--- src/design/mscc_pkg.sv ---
// Shared widths, register indexes and reset values for the marching squares classifier.
package mscc_pkg;

   // Field widths of the sample and cell channels.
   localparam int COLOR_W     = 8;
   localparam int CASE_W      = 4;
   localparam int CELL_W      = 9;

   // Configuration register widths and port widths.
   localparam int THRESH_W    = 8;
   localparam int GRIDCOL_W   = 10;
   localparam int CSR_INDEX_W = 4;
   localparam int CSR_DATA_W  = 10;
   localparam int SUM_W       = 10;

   // Register indexes on the configuration port.
   localparam logic [CSR_INDEX_W-1:0] CSR_THRESHOLD    = 4'd0;
   localparam logic [CSR_INDEX_W-1:0] CSR_GRID_COLUMNS = 4'd1;

   // Register reset values.
   localparam logic [THRESH_W-1:0]  THRESHOLD_RESET    = 8'd200;
   localparam logic [GRIDCOL_W-1:0] GRID_COLUMNS_RESET = 10'd257;

   // Smallest row length that the counters honour.
   localparam int MIN_COLUMNS = 2;

endpackage

--- src/design/mscc_if.sv ---
// Channel interfaces for samples, cells and configuration writes.
interface mscc_req_if;
   logic                          valid;
   logic                          ready;
   logic [mscc_pkg::COLOR_W-1:0]  red;
   logic [mscc_pkg::COLOR_W-1:0]  green;
   logic [mscc_pkg::COLOR_W-1:0]  blue;
   logic                          frame_start;

   modport source (output valid, output red, output green, output blue,
                   output frame_start, input ready);
   modport sink   (input valid, input red, input green, input blue,
                   input frame_start, output ready);
endinterface

interface mscc_rsp_if;
   logic                          valid;
   logic                          ready;
   logic [mscc_pkg::CASE_W-1:0]   case_index;
   logic [mscc_pkg::CELL_W-1:0]   cell_row;
   logic [mscc_pkg::CELL_W-1:0]   cell_col;

   modport source (output valid, output case_index, output cell_row,
                   output cell_col, input ready);
   modport sink   (input valid, input case_index, input cell_row,
                   input cell_col, output ready);
endinterface

interface mscc_csr_if;
   logic                              valid;
   logic                              ready;
   logic [mscc_pkg::CSR_INDEX_W-1:0]  index;
   logic [mscc_pkg::CSR_DATA_W-1:0]   data;

   modport source (output valid, output index, output data, input ready);
   modport sink   (input valid, input index, input data, output ready);
endinterface

--- src/design/mscc_line_buffer.sv ---
// One-bit line buffer holding the previous grid row, with registered read and bypass.
module mscc_line_buffer #(
   parameter int DEPTH  = 512,
   parameter int ADDR_W = $clog2(DEPTH)
) (
   input  logic              clock,
   input  logic              rd_en,
   input  logic [ADDR_W-1:0] rd_addr,
   input  logic              wr_en,
   input  logic [ADDR_W-1:0] wr_addr,
   input  logic              wr_data,
   output logic              rd_data
);

   logic mem [DEPTH];
   logic mem_rd_ff;
   logic bypass_ff;
   logic bypass_bit_ff;

   // Storage write, never cleared; the user must write every entry before it is used (not enforced).
   always_ff @(posedge clock) begin
      if (wr_en) begin
         mem[wr_addr] <= wr_data;
      end
   end

   // Registered read. A write to the same entry at the same edge is taken from the bypass.
   always_ff @(posedge clock) begin
      if (rd_en) begin
         mem_rd_ff     <= mem[rd_addr];
         bypass_ff     <= wr_en && (wr_addr == rd_addr);
         bypass_bit_ff <= wr_data;
      end
   end

   assign rd_data = bypass_ff ? bypass_bit_ff : mem_rd_ff;

endmodule

--- src/design/mscc_classify.sv ---
// Brightness threshold of one sample and assembly of the four-corner case code.
module mscc_classify (
   input  logic [mscc_pkg::COLOR_W-1:0]  red,
   input  logic [mscc_pkg::COLOR_W-1:0]  green,
   input  logic [mscc_pkg::COLOR_W-1:0]  blue,
   input  logic [mscc_pkg::THRESH_W-1:0] threshold,
   input  logic                          upper_left_bit,
   input  logic                          above_bit,
   input  logic                          left_bit,
   output logic                          sample_bit,
   output logic [mscc_pkg::CASE_W-1:0]   case_index
);

   logic [mscc_pkg::SUM_W-1:0] sum;
   logic [mscc_pkg::SUM_W-1:0] limit;

   // The truncated average is at most t exactly when the sum is at most 3t + 2.
   assign sum   = mscc_pkg::SUM_W'(red) + mscc_pkg::SUM_W'(green) + mscc_pkg::SUM_W'(blue);
   assign limit = mscc_pkg::SUM_W'(threshold) * mscc_pkg::SUM_W'(3) + mscc_pkg::SUM_W'(2);
   assign sample_bit = (sum <= limit);

   // Corners from bit 3 down: top-left, top-right, bottom-right, bottom-left.
   assign case_index = {upper_left_bit, above_bit, sample_bit, left_bit};

endmodule

--- src/design/marching_squares_cell_classifier.sv ---
// A cell is registered in the sample stage and then in the output register before it leaves on rsp_ch.
// Throughput: one sample per cycle while rsp_ch is not stalled; the line buffer takes one read and one write a cycle.
// A stalled output register holds the pipeline until the cell is taken.
// Reset clears the counters, neighbour bits and valid flags, and sets threshold to 200
// and grid_columns to 257. The line buffer is not cleared; the user must write each entry before use (not enforced).
module marching_squares_cell_classifier #(
   parameter int MAX_COLUMNS = 512,
   parameter int MAX_ROWS    = 512
) (
   input  logic           clock,
   input  logic           reset,
   mscc_req_if.sink       req_ch,
   mscc_rsp_if.source     rsp_ch,
   mscc_csr_if.sink       csr_ch
);

   localparam int COL_W = $clog2(MAX_COLUMNS);
   localparam int ROW_W = $clog2(MAX_ROWS);
   localparam int CMP_W = (COL_W + 1 > mscc_pkg::GRIDCOL_W) ? COL_W + 1 : mscc_pkg::GRIDCOL_W;

   // Configuration registers.
   logic [mscc_pkg::THRESH_W-1:0]  threshold_ff;
   logic [mscc_pkg::GRIDCOL_W-1:0] grid_columns_ff;

   // Position counters and neighbour bits.
   logic [COL_W-1:0] column_count_ff, column_count_in;
   logic [ROW_W-1:0] row_count_ff, row_count_in;
   logic             left_bit_ff;
   logic             upper_left_bit_ff;

   // Sample stage.
   logic                         s1_valid_ff;
   logic [mscc_pkg::COLOR_W-1:0] s1_red_ff, s1_green_ff, s1_blue_ff;
   logic [COL_W-1:0]             s1_col_ff;
   logic [ROW_W-1:0]             s1_row_ff;

   // Output register.
   logic                          out_valid_ff;
   logic [mscc_pkg::CASE_W-1:0]   out_case_ff;
   logic [mscc_pkg::CELL_W-1:0]   out_row_ff, out_col_ff;
   logic [mscc_pkg::CELL_W-1:0]   out_row_in, out_col_in;

   logic             accept;
   logic             produce;
   logic             advance;
   logic [COL_W-1:0] col_cur;
   logic [ROW_W-1:0] row_cur;
   logic [CMP_W-1:0] grid_ext;
   logic [CMP_W-1:0] cols_eff;
   logic [CMP_W-1:0] col_plus;
   logic [ROW_W:0]   row_plus;
   logic             above_bit;
   logic             sample_bit;
   logic [mscc_pkg::CASE_W-1:0] case_index;
   logic [ROW_W-1:0] row_m1;
   logic [COL_W-1:0] col_m1;
   logic [ROW_W+mscc_pkg::CELL_W-1:0] row_wide;
   logic [COL_W+mscc_pkg::CELL_W-1:0] col_wide;

   // Handshake: the sample stage empties into the output register, or moves on alone when
   // the sample yields no cell.
   assign produce = (s1_row_ff != '0) && (s1_col_ff != '0);
   assign advance = s1_valid_ff && (!produce || !out_valid_ff || rsp_ch.ready);
   assign req_ch.ready = !s1_valid_ff || advance;
   assign accept = req_ch.valid && req_ch.ready;
   assign csr_ch.ready = 1'b1;

   // Configuration writes; indexes outside the list are ignored.
   always_ff @(posedge clock) begin
      if (reset) begin
         threshold_ff    <= mscc_pkg::THRESHOLD_RESET;
         grid_columns_ff <= mscc_pkg::GRID_COLUMNS_RESET;
      end else if (csr_ch.valid && csr_ch.ready) begin
         case (csr_ch.index)
            mscc_pkg::CSR_THRESHOLD:    threshold_ff    <= csr_ch.data[mscc_pkg::THRESH_W-1:0];
            mscc_pkg::CSR_GRID_COLUMNS: grid_columns_ff <= csr_ch.data[mscc_pkg::GRIDCOL_W-1:0];
            default: ;
         endcase
      end
   end

   // Position of the incoming sample and the counters after it.
   assign col_cur  = req_ch.frame_start ? '0 : column_count_ff;
   assign row_cur  = req_ch.frame_start ? '0 : row_count_ff;
   assign grid_ext = CMP_W'(grid_columns_ff);
   assign col_plus = CMP_W'(col_cur) + CMP_W'(1);
   assign row_plus = (ROW_W+1)'(row_cur) + (ROW_W+1)'(1);

   always_comb begin
      if (grid_ext < CMP_W'(mscc_pkg::MIN_COLUMNS)) begin
         cols_eff = CMP_W'(mscc_pkg::MIN_COLUMNS);
      end else if (grid_ext > CMP_W'(MAX_COLUMNS)) begin
         cols_eff = CMP_W'(MAX_COLUMNS);
      end else begin
         cols_eff = grid_ext;
      end
      if (col_plus >= cols_eff) begin
         column_count_in = '0;
         row_count_in    = (row_plus >= (ROW_W+1)'(MAX_ROWS)) ? '0 : row_plus[ROW_W-1:0];
      end else begin
         column_count_in = col_plus[COL_W-1:0];
         row_count_in    = row_cur;
      end
   end

   always_ff @(posedge clock) begin
      if (reset) begin
         column_count_ff <= '0;
         row_count_ff    <= '0;
      end else if (accept) begin
         column_count_ff <= column_count_in;
         row_count_ff    <= row_count_in;
      end
   end

   // Sample stage register.
   always_ff @(posedge clock) begin
      if (reset) begin
         s1_valid_ff <= 1'b0;
      end else if (accept) begin
         s1_valid_ff <= 1'b1;
      end else if (advance) begin
         s1_valid_ff <= 1'b0;
      end
   end

   always_ff @(posedge clock) begin
      if (accept) begin
         s1_red_ff   <= req_ch.red;
         s1_green_ff <= req_ch.green;
         s1_blue_ff  <= req_ch.blue;
         s1_col_ff   <= col_cur;
         s1_row_ff   <= row_cur;
      end
   end

   // Previous-row bits, read as the sample is taken and written as it leaves the stage.
   mscc_line_buffer #(
      .DEPTH  (MAX_COLUMNS),
      .ADDR_W (COL_W)
   ) u_line_buffer (
      .clock   (clock),
      .rd_en   (accept),
      .rd_addr (col_cur),
      .wr_en   (advance),
      .wr_addr (s1_col_ff),
      .wr_data (sample_bit),
      .rd_data (above_bit)
   );

   mscc_classify u_classify (
      .red            (s1_red_ff),
      .green          (s1_green_ff),
      .blue           (s1_blue_ff),
      .threshold      (threshold_ff),
      .upper_left_bit (upper_left_bit_ff),
      .above_bit      (above_bit),
      .left_bit       (left_bit_ff),
      .sample_bit     (sample_bit),
      .case_index     (case_index)
   );

   // Neighbour bits follow the sample that leaves the stage.
   always_ff @(posedge clock) begin
      if (reset) begin
         left_bit_ff       <= 1'b0;
         upper_left_bit_ff <= 1'b0;
      end else if (advance) begin
         left_bit_ff       <= sample_bit;
         upper_left_bit_ff <= above_bit;
      end
   end

   // Cell position is one less than the sample position, kept to the port width.
   assign row_m1     = s1_row_ff - ROW_W'(1);
   assign col_m1     = s1_col_ff - COL_W'(1);
   assign row_wide   = (ROW_W+mscc_pkg::CELL_W)'(row_m1);
   assign col_wide   = (COL_W+mscc_pkg::CELL_W)'(col_m1);
   assign out_row_in = row_wide[mscc_pkg::CELL_W-1:0];
   assign out_col_in = col_wide[mscc_pkg::CELL_W-1:0];

   // Output register.
   always_ff @(posedge clock) begin
      if (reset) begin
         out_valid_ff <= 1'b0;
      end else if (advance && produce) begin
         out_valid_ff <= 1'b1;
      end else if (rsp_ch.ready) begin
         out_valid_ff <= 1'b0;
      end
   end

   always_ff @(posedge clock) begin
      if (advance && produce) begin
         out_case_ff <= case_index;
         out_row_ff  <= out_row_in;
         out_col_ff  <= out_col_in;
      end
   end

   assign rsp_ch.valid      = out_valid_ff;
   assign rsp_ch.case_index = out_case_ff;
   assign rsp_ch.cell_row   = out_row_ff;
   assign rsp_ch.cell_col   = out_col_ff;

   // Samples are refused only while both stages are full and the cell is not taken.
   a_ready_stall: assert property (@(posedge clock) disable iff (reset)
      !req_ch.ready |-> (s1_valid_ff && out_valid_ff && !rsp_ch.ready))
      else $error("sample refused while the pipeline could move");

   // An accepted sample occupies the sample stage in the next cycle.
   a_accept_fills: assert property (@(posedge clock) disable iff (reset)
      accept |=> s1_valid_ff)
      else $error("accepted sample lost before the sample stage");

   // A new cell only appears from a sample that was in the stage.
   a_cell_source: assert property (@(posedge clock) disable iff (reset)
      $rose(out_valid_ff) |-> $past(s1_valid_ff))
      else $error("cell presented without a sample behind it");

endmodule

--- src/flat_wrapper.sv ---
// flat-port wrapper written by rule: the top's interface ports become plain ports
module marching_squares_cell_classifier_flat 
#(
   parameter int MAX_COLUMNS = 512,
   parameter int MAX_ROWS    = 512
)
  (clock, reset, req_ch_valid, req_ch_red, req_ch_green, req_ch_blue, req_ch_frame_start, req_ch_ready, rsp_ch_valid, rsp_ch_case_index, rsp_ch_cell_row, rsp_ch_cell_col, rsp_ch_ready, csr_ch_valid, csr_ch_index, csr_ch_data, csr_ch_ready);
  mscc_req_if req_ch_i ();
  mscc_rsp_if rsp_ch_i ();
  mscc_csr_if csr_ch_i ();
  input  logic clock;
  input  logic reset;
  input wire logic [$bits(req_ch_i.valid)-1:0] req_ch_valid;
  input wire logic [$bits(req_ch_i.red)-1:0] req_ch_red;
  input wire logic [$bits(req_ch_i.green)-1:0] req_ch_green;
  input wire logic [$bits(req_ch_i.blue)-1:0] req_ch_blue;
  input wire logic [$bits(req_ch_i.frame_start)-1:0] req_ch_frame_start;
  output wire logic [$bits(req_ch_i.ready)-1:0] req_ch_ready;
  output wire logic [$bits(rsp_ch_i.valid)-1:0] rsp_ch_valid;
  output wire logic [$bits(rsp_ch_i.case_index)-1:0] rsp_ch_case_index;
  output wire logic [$bits(rsp_ch_i.cell_row)-1:0] rsp_ch_cell_row;
  output wire logic [$bits(rsp_ch_i.cell_col)-1:0] rsp_ch_cell_col;
  input wire logic [$bits(rsp_ch_i.ready)-1:0] rsp_ch_ready;
  input wire logic [$bits(csr_ch_i.valid)-1:0] csr_ch_valid;
  input wire logic [$bits(csr_ch_i.index)-1:0] csr_ch_index;
  input wire logic [$bits(csr_ch_i.data)-1:0] csr_ch_data;
  output wire logic [$bits(csr_ch_i.ready)-1:0] csr_ch_ready;
  assign req_ch_i.valid = req_ch_valid;
  assign req_ch_i.red = req_ch_red;
  assign req_ch_i.green = req_ch_green;
  assign req_ch_i.blue = req_ch_blue;
  assign req_ch_i.frame_start = req_ch_frame_start;
  assign req_ch_ready = req_ch_i.ready;
  assign rsp_ch_valid = rsp_ch_i.valid;
  assign rsp_ch_case_index = rsp_ch_i.case_index;
  assign rsp_ch_cell_row = rsp_ch_i.cell_row;
  assign rsp_ch_cell_col = rsp_ch_i.cell_col;
  assign rsp_ch_i.ready = rsp_ch_ready;
  assign csr_ch_i.valid = csr_ch_valid;
  assign csr_ch_i.index = csr_ch_index;
  assign csr_ch_i.data = csr_ch_data;
  assign csr_ch_ready = csr_ch_i.ready;
  marching_squares_cell_classifier #(.MAX_COLUMNS(MAX_COLUMNS), .MAX_ROWS(MAX_ROWS)) u_core (.clock(clock), .reset(reset), .req_ch(req_ch_i), .rsp_ch(rsp_ch_i), .csr_ch(csr_ch_i));
endmodule
--- config.mk ---
export PLATFORM = sky130hd
export DESIGN_NAME = marching_squares_cell_classifier_flat
export DESIGN_NICKNAME = d
export VERILOG_FILES = /design/src/design/mscc_pkg.sv /design/src/design/mscc_if.sv /design/src/design/mscc_line_buffer.sv /design/src/design/mscc_classify.sv /design/src/design/marching_squares_cell_classifier.sv /design/src/flat_wrapper.sv
export SDC_FILE = /design/constraint.sdc
export NUM_CORES = 1
export LEC_CHECK = 0
export ABC_AREA = 1
export BUFFER_PORTS_ARGS = -buffer_cell sky130_fd_sc_hd__buf_4
export CAP_MARGIN = 40
export CORE_MARGIN = 2
export CORE_UTILIZATION = 60
export DETAILED_ROUTE_END_ITERATION = 16
export GPL_ROUTABILITY_DRIVEN = 0
export PLACE_DENSITY = 0.82
export RECOVER_POWER = 25
export SYNTH_ARGS = -nofsm -noshare
export SYNTH_HDL_FRONTEND = slang
export SYNTH_SLANG_ARGS = --single-unit
export TNS_END_PERCENT = 30
--- constraint.sdc ---
create_clock -name clock -period 20.4 [get_ports clock]
set_input_delay 2.04 -clock clock [delete_from_list [all_inputs] [get_ports clock]]
set_output_delay 2.04 -clock clock [all_outputs]
set_load 0.01 [all_outputs]
==> results.md <==
* Worst EP arrival at 7.25 ns
* Slew Viols, Final at 348
* Die ar. at 51740 um2
* Setup CP Type: in -> reg
* Largest net degree at the start of global routing at 251
* Worst VDD drop at 0.00007173 V
* Area of the core at 49150 um2
* H-tree levels at 2
* Cells after synthesis at 3203
* Die Ht at between 200 and 250 um
* Ys flop type: edfxtp_1
* Count leader, synth: nand2_1
* Vias at 23320
* Post-DP HPWL at 43.20 mm
* Root Buffer: clkbuf_16
* Worst-skew pair later-pin latency at 0.66 ns
* GR Util All Layers at 30.51%
* Post-route cell area at between 30000 and 40000 um2
* Post_cts resized at 0
* Synth Net Count at between 3000 and 4000
* Antenna violation net count after detailed routing at 0
* I/O Pins at 69
* Tcrit/Tclk final at around a third
* CTS tree: yes
* Synth unique cells at 42
* Status: finished, violations left
* Worst-case clock buffer depth at 3
* Placed Area at 30970 um2
* Vias in the first global route at 22390
* Clock-pin slew on the worst setup and hold paths at 0.06 ns
* Layout cells sized above 1 at 6.526%
* R2R Setup Slk at around 15 ns
* Critical path launch point type: primary input
* Failing checks: capacitance limit, slew limit
* Synth area leader: edfxtp_1
* Cell area after synthesis at 29960 um2
* Worst path cell trace: clkbuf_1 -> inv_1 -> nand2_4 -> inv_4 -> ha_1 -> nand2_1 -> nor2_1 -> nand3_1 -> nor3_2 -> xor2_1 -> inv_1 -> ha_1 -> nand2_1 -> o21ai_0 -> a21oi_1 -> nand3_1 -> nor2_2 -> a22oi_1 -> nor2_1
* Worst Skew at 0.02979 ns
* Number of flops mapped to enable cells by yosys at between 500 and 600
* Final setup viols at 0
* Pre-CTS WS at between 10 and 15 ns
* Slew @ Worst Pin at around 2.9 ns
* Slew headroom at -92.43%
* Die X at 227.5 um
* Worst Slack Setup Final at 13.72 ns
* Final wirelength at about 78 mm
* Wire per inst at ~20 um
* Final hold vios at 0
* Antenna violations before repair at 2
* Nets at 3286
* Syn Area/Cell at a little over 9 um2
* Top-area cell type share of the netlist area at 58.03%
* CP Capture Type: register
* Leak at 0.01261 uW
* Hold Path Class: reg -> reg
* Post CTS Setup Buffer Count at 0
* Post-synth top cells: nand2_1, edfxtp_1, nor2_1
* PwrDens at 88.21 nW/um2
* Crit-path slowest cell: inv_4
* Leading cell types by total area after synthesis: edfxtp_1, nand2_1, nor2_1, nand3_1, inv_1
* Tmin final at 6.679 ns
* DR vias/cell at 5.985
* Initial DRT Pass Iterations at 6
* Area growth syn-to-layout at 9.575%
* CTS buffer count at 61
* CP peak stage delay at 0.80 ns
* # diodes at 0
* First-pass GRT wire length at roughly 120 mm
* Initial Util at 60.96%
* Grt total ovfl at 0
* Hold_buf cts at 0
* Critical path required time at between 20 and 25 ns
* Synth async-reset ratio at 0%
* Synth warn at 0
* Yosys reg bits at roughly 620
* Drc violations at 0
* Initial DRC count at 3464
* FMAX at 149.7 MHz
* Cell Rows at 81
* Clk sink count at 619
* RSZ-0062 raised after global routing: false
* Port Buf Inserts at between 60 and 70
* Max_cap viols at 11
* Register area share after synthesis at 60.70%
* Maximum fanout along the worst path at 59
* Setup TNS at 0 ns
## cell families (layout without fill, tap and decap cells)
group,count (synthesis),in the layout,synth area share (%)
other,1,1,0.01252
AND/OR/NAND/NOR,1697,1697,23.28
XOR/XNOR,42,42,1.228
buffers and inverters,575,605,7.917
AO/OA/AOI/OAI,206,206,4.159
multiplexers,1,1,0.03758
flip-flops,619,619,60.70
adder cells (fa/ha/maj),62,62,2.664
## metrics by stage
step,util (%),hold slack [ns],total power [uW],std cells
3_5_place_dp,63.02,0.4109,1826,3781
3_3_place_gp,62.22,0.4125,1802,3758
6_report,66.80,0.4337,2896,3897
2_1_floorplan,-,0.4030,1809,3203
5_1_grt,66.80,0.4578,2985,3897
4_1_cts,66.95,0.4388,2895,3897
## layer usage
| layer | track usage [%] | vias to the layer above | share of wire (%) |
|---|---|---|---|
| met5 | 0 | - | 0.035 |
| met4 | 15.60 | 4 | 5.4 |
| met3 | 7.408 | 345 | 13 |
| met2 | 49.11 | 1596 | 46 |
| met1 | 38.68 | 10910 | 35 |
| li1 | - | 10460 | - |
## state kept, by name (all words and copies together) (netlist names), 4 cells and up
name,count
u_core.s1_col_ff,9
u_core.grid_columns_ff,10
u_core.s1_green_ff,8
u_core.threshold_ff,8
u_core.rsp_ch.case_index,4
u_core.s1_row_ff,9
u_core.column_count_ff,9
u_core.row_count_ff,9
u_core.rsp_ch.cell_row,9
u_core.rsp_ch.cell_col,9
u_core.s1_blue_ff,8
u_core.u_line_buffer.mem,512
u_core.s1_red_ff,8
## final timing paths
path                       startpoint                       endpoint  cells after the start
max                req_ch_frame_start      u_core.column_count_ff[4]                     19
min reg2reg  u_core.upper_left_bit_ff    u_core.rsp_ch.case_index[3]                      0
min          u_core.upper_left_bit_ff    u_core.rsp_ch.case_index[3]                      0
max reg2reg     u_core.s1_green_ff[0]  u_core.u_line_buffer.mem[420]                     18
## where the power goes
part / internal [uW] / switching [uW] / leakage (uW)
clock network: 602 / 487 / 0.000966
registers: 1520 / 5.82 / 0.00547
logic: 69.8 / 214 / 0.00618
## layout make-up
cell class / count / area (um2)
clock buffers: 81 / 1713
clock inverters: 35 / 221.5
fillers: 3575 / 16320
inverters: 371 / 1395
multi-input cells: 2009 / 9432
flip-flops and latches: 619 / 18190
well taps: 664 / 830.8
repair buffers: 118 / 1054
## critical path: cells and delay by family
family	cells	cell delay, ns
AO/OA/AOI/OAI	3	0.41
XOR/XNOR	1	0.16
adder cells (fa/ha/maj)	2	0.61
buffers and inverters	4	1.75
AND/OR/NAND/NOR	9	2.26
## layout by cell type (no fill, tap or decap), types with 27 or more instances in the layout
cell type	synthesis	final
inv_1	365	366
clkbuf_16	0	62
buf_4	14	56
nand2_1	698	697
o21ai_0	58	58
clkbuf_1	61	27
o211ai_1	68	68
a21oi_1	60	60
dfxtp_1	40	40
nand3_1	378	376
edfxtp_1	579	579
ha_1	59	59
xor2_1	30	30
nor2_1	570	570
(Power assumes the default switching activity.)
